<file path="config.mk">
export PLATFORM = sky130hd
export DESIGN_NAME = distinct_value_frequency_counter_top
export DESIGN_NICKNAME = d
export VERILOG_FILES = /design/src/rtl/core/dvfc_pkg.sv /design/src/rtl/core/distinct_value_frequency_counter_top.sv /design/src/rtl/core/dvfc_cell.sv
export SDC_FILE = /design/constraint.sdc
export NUM_CORES = 2
export LEC_CHECK = 0
export BUFFER_PORTS_ARGS = -buffer_cell sky130_fd_sc_hd__clkbuf_2
export CAP_MARGIN = 0
export CORE_ASPECT_RATIO = 0.9
export CORE_MARGIN = 2
export CORE_UTILIZATION = 50
export DETAILED_ROUTE_END_ITERATION = 7
export PLACE_DENSITY = 0.66
export SYNTH_ARGS = -nofsm -noshare
export SYNTH_HDL_FRONTEND = slang
export SYNTH_SLANG_ARGS = --single-unit
</file>
<file path="constraint.sdc">
create_clock -name i_clk -period 8.9 [get_ports i_clk]
set_input_delay 0.89 -clock i_clk [delete_from_list [all_inputs] [get_ports i_clk]]
set_output_delay 0.89 -clock i_clk [all_outputs]
set_load 0.01 [all_outputs]
</file>
<file path="src/rtl/core/dvfc_pkg.sv">
package dvfc_pkg;

    localparam int VAL_W         = 32;
    localparam int OCC_W         = 6;
    localparam int MAX_ITEMS_DEF = 32;

    localparam logic [OCC_W-1:0] OCC_MAX = {OCC_W{1'b1}};
    localparam logic [OCC_W-1:0] OCC_ONE = OCC_W'(1);

    typedef struct packed {
        logic signed [VAL_W-1:0] sample_value;
        logic                    final_item;
    } t_in;

    typedef struct packed {
        logic signed [VAL_W-1:0] distinct_value;
        logic [OCC_W-1:0]        occurrences;
        logic                    run_end;
        logic                    dropped_items;
    } t_out;

    // Per-cell control, driven by the sequencer in the top level.
    typedef struct packed {
        logic in_use;
        logic accept;
        logic append;
        logic shift;
    } t_cell_ctrl;

    typedef enum logic [1:0] {
        ST_COLLECT = 2'b01,
        ST_DRAIN   = 2'b10
    } t_state;

endpackage

</file>
<file path="src/rtl/core/distinct_value_frequency_counter_top.sv">
// Channel   Direction  Handshake                  Payload
// item      in         start high, busy low       i_item   (t_in)
// result    out        o_strobe, one cycle only   o_result (t_out)
//
// While a data set is being collected one transaction is taken in every cycle.
// A final_item transaction starts a drain that shifts the entries along the cell
// row and gives one result per distinct value held; busy stays high throughout.
// Reset is synchronous and clears the sequencer and counters only; the cells
// hold no valid bits, as the entry count says which of them are in use.
// The receiver cannot stall: each result is shown for exactly one cycle.
module distinct_value_frequency_counter_top
    import dvfc_pkg::*;
#(
    parameter int MAX_ITEMS = MAX_ITEMS_DEF
) (
    input  logic i_clk,
    input  logic i_rst_n,
    input  logic start,
    output logic busy,
    input  t_in  i_item,
    output logic o_strobe,
    output t_out o_result
);

    // The counters must be able to hold MAX_ITEMS itself.
    localparam int CNT_W = $clog2(MAX_ITEMS + 1);
    localparam logic [CNT_W-1:0] CNT_MAX = CNT_W'(MAX_ITEMS);
    localparam logic [CNT_W-1:0] CNT_ONE = CNT_W'(1);

    t_state           r_state, n_state;
    logic [CNT_W-1:0] r_used, n_used;
    logic [CNT_W-1:0] r_taken, n_taken;
    logic             r_ovf, n_ovf;
    logic             r_drop, n_drop;
    logic             r_strobe;
    t_out             r_result;

    logic                    accept;
    logic                    take;
    logic                    any_match;
    logic                    append_any;
    logic                    draining;
    logic [MAX_ITEMS-1:0]    match;
    logic signed [VAL_W-1:0] cell_val [MAX_ITEMS];
    logic [OCC_W-1:0]        cell_cnt [MAX_ITEMS];
    logic signed [VAL_W-1:0] nb_val   [MAX_ITEMS];
    logic [OCC_W-1:0]        nb_cnt   [MAX_ITEMS];
    t_cell_ctrl              ctrl     [MAX_ITEMS];

    assign draining   = (r_state == ST_DRAIN);
    assign busy       = draining;
    assign accept     = start && !draining;
    // A transaction beyond capacity is not counted, but it can still end the set.
    assign take       = (r_taken < CNT_MAX);
    assign any_match  = |match;
    assign append_any = accept && take && !any_match;

    // The row of cells. Each compares the incoming sample in parallel and,
    // while draining, hands its entry one place towards cell zero.
    for (genvar g = 0; g < MAX_ITEMS; g++) begin : g_cell
        if (g == MAX_ITEMS - 1) begin : g_tail
            assign nb_val[g] = '0;
            assign nb_cnt[g] = '0;
        end else begin : g_link
            assign nb_val[g] = cell_val[g+1];
            assign nb_cnt[g] = cell_cnt[g+1];
        end

        always_comb begin
            ctrl[g].in_use = (CNT_W'(g) < r_used);
            ctrl[g].accept = accept && take;
            ctrl[g].append = append_any && (CNT_W'(g) == r_used);
            ctrl[g].shift  = draining;
        end

        dvfc_cell u_cell (
            .i_clk      (i_clk),
            .i_ctrl     (ctrl[g]),
            .i_sample   (i_item.sample_value),
            .i_nb_value (nb_val[g]),
            .i_nb_count (nb_cnt[g]),
            .o_value    (cell_val[g]),
            .o_count    (cell_cnt[g]),
            .o_match    (match[g])
        );
    end

    // Sequencer: collect transactions, then drain the row after a final one.
    always_comb begin
        n_state = r_state;
        n_used  = r_used;
        n_taken = r_taken;
        n_ovf   = r_ovf;
        n_drop  = r_drop;
        unique case (r_state)
            ST_COLLECT: begin
                if (accept) begin
                    if (take) begin
                        n_taken = r_taken + CNT_ONE;
                    end else begin
                        n_ovf = 1'b1;
                    end
                    if (append_any) begin
                        n_used = r_used + CNT_ONE;
                    end
                    if (i_item.final_item) begin
                        // The flag for the whole set is frozen here and the
                        // set counters start afresh for the next one.
                        n_drop  = r_ovf || !take;
                        n_ovf   = 1'b0;
                        n_taken = '0;
                        n_state = ST_DRAIN;
                    end
                end
            end
            ST_DRAIN: begin
                n_used = r_used - CNT_ONE;
                if (r_used == CNT_ONE) begin
                    n_state = ST_COLLECT;
                end
            end
            default: begin
                n_state = ST_COLLECT;
            end
        endcase
    end

    always_ff @(posedge i_clk) begin
        if (!i_rst_n) begin
            r_state  <= ST_COLLECT;
            r_used   <= '0;
            r_taken  <= '0;
            r_ovf    <= 1'b0;
            r_strobe <= 1'b0;
        end else begin
            r_state  <= n_state;
            r_used   <= n_used;
            r_taken  <= n_taken;
            r_ovf    <= n_ovf;
            r_strobe <= draining;
        end
    end

    // The result register takes the head of the row on each drain cycle.
    always_ff @(posedge i_clk) begin
        r_drop <= n_drop;
        if (draining) begin
            r_result.distinct_value <= cell_val[0];
            r_result.occurrences    <= cell_cnt[0];
            r_result.run_end        <= (r_used == CNT_ONE);
            r_result.dropped_items  <= r_drop;
        end
    end

    assign o_strobe = r_strobe;
    assign o_result = r_result;

endmodule

</file>
<file path="src/rtl/core/dvfc_cell.sv">
module dvfc_cell
    import dvfc_pkg::*;
(
    input  logic                    i_clk,
    input  t_cell_ctrl              i_ctrl,
    input  logic signed [VAL_W-1:0] i_sample,
    input  logic signed [VAL_W-1:0] i_nb_value,
    input  logic [OCC_W-1:0]        i_nb_count,
    output logic signed [VAL_W-1:0] o_value,
    output logic [OCC_W-1:0]        o_count,
    output logic                    o_match
);

    logic signed [VAL_W-1:0] r_value;
    logic [OCC_W-1:0]        r_count;

    assign o_match = i_ctrl.in_use && (r_value == i_sample);
    assign o_value = r_value;
    assign o_count = r_count;

    // During the drain every cell takes the contents of its right-hand neighbour.
    always_ff @(posedge i_clk) begin
        if (i_ctrl.shift) begin
            r_value <= i_nb_value;
            r_count <= i_nb_count;
        end else if (i_ctrl.accept && o_match) begin
            if (r_count != OCC_MAX) begin
                r_count <= r_count + OCC_ONE;
            end
        end else if (i_ctrl.append) begin
            r_value <= i_sample;
            r_count <= OCC_ONE;
        end
    end

endmodule

</file>
==> parameters.txt <==
Parameter                              Value

Status
  Outcome ... finished with violations
  Violated checks ... DRC

Global route
  GR Overflow Total ... 0
  Vias in the first global route ... 45,800
  Wire length of the first global-routing pass ... 325 mm
  Antenna violations before repair ... 13
  Pin count of the biggest net entering global routing ... 219
  Global-route total usage across every layer ... 0.341

Clock tree
  Post-CTS Setup Repair Bufs ... 0
  Maximum level of the CTS H-tree ... 4
  Clock-pin slew reported for the worst setup and hold paths after clock tree synthesis ... 60 ps
  Cts-stage hold buffer count ... 0
  Latest clock arrival within the worst-skew pair ... 800 ps
  TritonCTS clock tree ... built
  Number of buffers between clock root and the deepest sink ... 3
  CTS sink cnt ... around 1,300
  Clock buffer count from CTS ... 139
  Cell at the root of the clock tree ... clkbuf_16
  PostCTS Resize Cnt ... 0

Yosys
  Share of the yosys chip area belonging to registers ... 0.579
  Syn Area/Cell ... 10.5 sq um
  Most numerous cell in the Yosys netlist ... nand2_1
  Library cell with the largest summed area after synthesis ... edfxtp_1
  Yosys warnings ... 0
  Most frequently used flop master after synthesis ... edfxtp_1
  Synthesized netlist cell count ... slightly above 6,000
  Top cell type's share of synthesized area ... 0.562
  Number of enable flip-flop cells after synthesis ... 1,219
  Synth Net Count ... between 6,000 and 7,000
  Post-Syn Area ... 65,100 sq um
  Share of synthesized registers carrying an async set or reset ... 0
  Distinct cell type count after synthesis ... 65
  Most common library cells after synthesis ... nand2_1, edfxtp_1, xor2_1
  Dominant cells by area after synthesis ... edfxtp_1, nand2_1, xor2_1
  Synthesized flop and latch total ... roughly 1,300

STA
  Number of pins with negative max-slew slack in the final report ... 0
  Tightest Pin Transition ... 1380 ps
  Final Setup Violations ... 0
  Hold violation count in the final report ... 0
  Final critical delay including setup and external delays ... approximately 7100 ps
  Unrepaired setup endpoints after global routing ... false
  Rel. slew slack ... 0.0725
  Maximum clock skew at final layout ... 31.8 ps
  Tightest hold margin ... 455 ps
  Max Clock Freq ... 142 MHz
  TNS Setup ... 0 ps
  Final period util ... 0.793

Floorplan
  I/O Pins ... 78
  Std-Cell Rows ... 125
  Area of the die ... 133,000 sq um
  Vertical die dimension ... between 300 and 400 um
  Starting density of the core ... 0.504
  Area of the core ... 129,000 sq um
  Width of the chip ... 384 um

Route
  Number of detailed-routing iterations run before antenna repair ... 8
  Remaining DRCs ... 26
  Post-route antenna net violation count ... 0
  Violation count after the first detailed-routing iteration ... 7,139
  Via count ... around 48,000
  DRT Wirelength ... ~230 mm
  Vias per cell ... 6.00
  DR WL/cell ... 28.6 um

Placement
  HPWL after DPL ... 156 mm
  RePlAce Congestion ... 0.989
  Count of input and output buffers ... between 70 and 80

Worst setup path
  Required time reported for the critical path endpoint ... approximately 9300 ps
  Library cell contributing the largest single delay on the critical path ... o21ai_4
  Data arrival time of the critical path ... approximately 7500 ps
  Endpoint kind of the worst setup timing path ... register
  CP Class ... reg -> reg
  Worst stage delay on the critical path ... 1180 ps
  Highest fanout seen on the critical path ... 32
  Cells along the critical path ... buf_4 > inv_1 > buf_4 > ha_1 > and2b_1 > nor3_1 > nor4_1 > nor4_1 > and4b_1 > and3_1 > nand4_2 > o21ai_4
  Setup slack of the worst register-to-register path ... 1840 ps
  Crit path launch type ... register

Cells and area
  Layout net count ... 6,259
  Fraction of final layout cells with drive strength greater than 1 ... 0.0770
  Synth-to-Final Area Change ... 9.52%

Pwr
  Final Power ... 0.0137 W
  Static power due to leakage ... 25.4 nW
  Power density over cell area ... 192 nW/um^2
  Max rail drop VDD ... 0.205 mV

Flow run
  Number of max-cap violations ... 0

Worst hold path
  Min-Delay Path Class ... reg -> reg
-- placed cells by master (no fill, tap or decap), drive strengths merged, types with 3 or more instances in the layout --
master / count
xnor2: 543
ha: 38
and3: 9
nor2: 133
clkbuf: 228
a31oi: 13
or4: 6
a32o: 6
or4b: 4
bufinv: 8
o21a: 7
a41oi: 12
edfxtp: 1219
buf: 182
nor2b: 4
nand4: 155
o221ai: 3
dfxtp: 54
mux2i: 34
nor4: 153
a2111oi: 3
clkinvlp: 5
a22o: 27
inv: 60
a21oi: 41
nand3b: 3
a211oi: 5
o21ai: 167
nand2: 2291
nand2b: 8
or2: 9
clkinv: 53
nand3: 115
nor3b: 5
nor3: 47
diode: 6
and2: 6
xor2: 608
o211ai: 12
-- where the power goes --
group	total [W]	internal, W	switching [W]
clock network	0.00571	0.00319	0.00252
logic	0.00116	0.000331	0.000830
registers	0.00681	0.00670	0.000109
-- final timing paths --
check | start | end | cells after the start
worst min register to register | r_drop | o_result[0] | 0
worst min-delay path | r_drop | o_result[0] | 0
worst max register to register | r_used[1] | g_cell[10].u_cell.o_value[29] | 12
worst max-delay path | r_used[1] | g_cell[10].u_cell.o_value[29] | 12
-- kinds of logic after synthesis --
family,share of synthesized area
adder cells (fa/ha/maj),0.00730
multiplexers,0.00523
XOR/XNOR,0.155
AO/OA/AOI/OAI,0.0285
AND/OR/NAND/NOR,0.190
flip-flops,0.579
buffers and inverters,0.0352
-- stage by stage --
stage | setup WS [ps] | util | area (sq um) | std cells
2_1_floorplan | 3210 | - | 65100 | 6210
3_3_place_gp | 1760 | 0.518 | 66900 | 7757
3_5_place_dp | 1680 | 0.518 | 66900 | 7757
4_1_cts | 2170 | 0.552 | 71300 | 8012
5_1_grt | 2030 | 0.552 | 71300 | 8014
6_report | 1840 | 0.552 | 71300 | 8019
-- area by class of cell --
| cell class | instances | area (sq um) |
|---|---|---|
| Inverter | 49 | 191 |
| Timing Repair Buffer | 232 | 1610 |
| Clock buffer | 178 | 3690 |
| Fill cell | 11200 | 57900 |
| Multi-Input combinational cell | 4490 | 25300 |
| Sequential cell | 1273 | 37700 |
| Clock inverter | 77 | 671 |
| Tap cell | 1714 | 2140 |
| Antenna cell | 6 | 15.0 |
-- state kept, by name, summed over array words and instances (netlist names) --
signal	flops
g_cell.u_cell.o_value	1024
r_taken	6
r_used	6
r_drop	1
o_result	40
r_state	2
g_cell.u_cell.o_count	192
r_ovf	1
o_strobe	1
-- routing by layer --
layer | GRT usage | share of wire
met2 | 0.492 | 0.42
met1 | 0.471 | 0.39
met3 | 0.104 | 0.14
met5 | 0 | 0.00051
met4 | 0.158 | 0.052
-- worst max-delay path: cells and delay by family, from the launching register on --
kind | cells | cell delay [ps]
AO/OA/AOI/OAI | 1 | 1180
flip-flops | 1 | 350
adder cells (fa/ha/maj) | 1 | 190
buffers and inverters | 3 | 660
AND/OR/NAND/NOR | 7 | 4230
(Power assumes the default switching activity.)
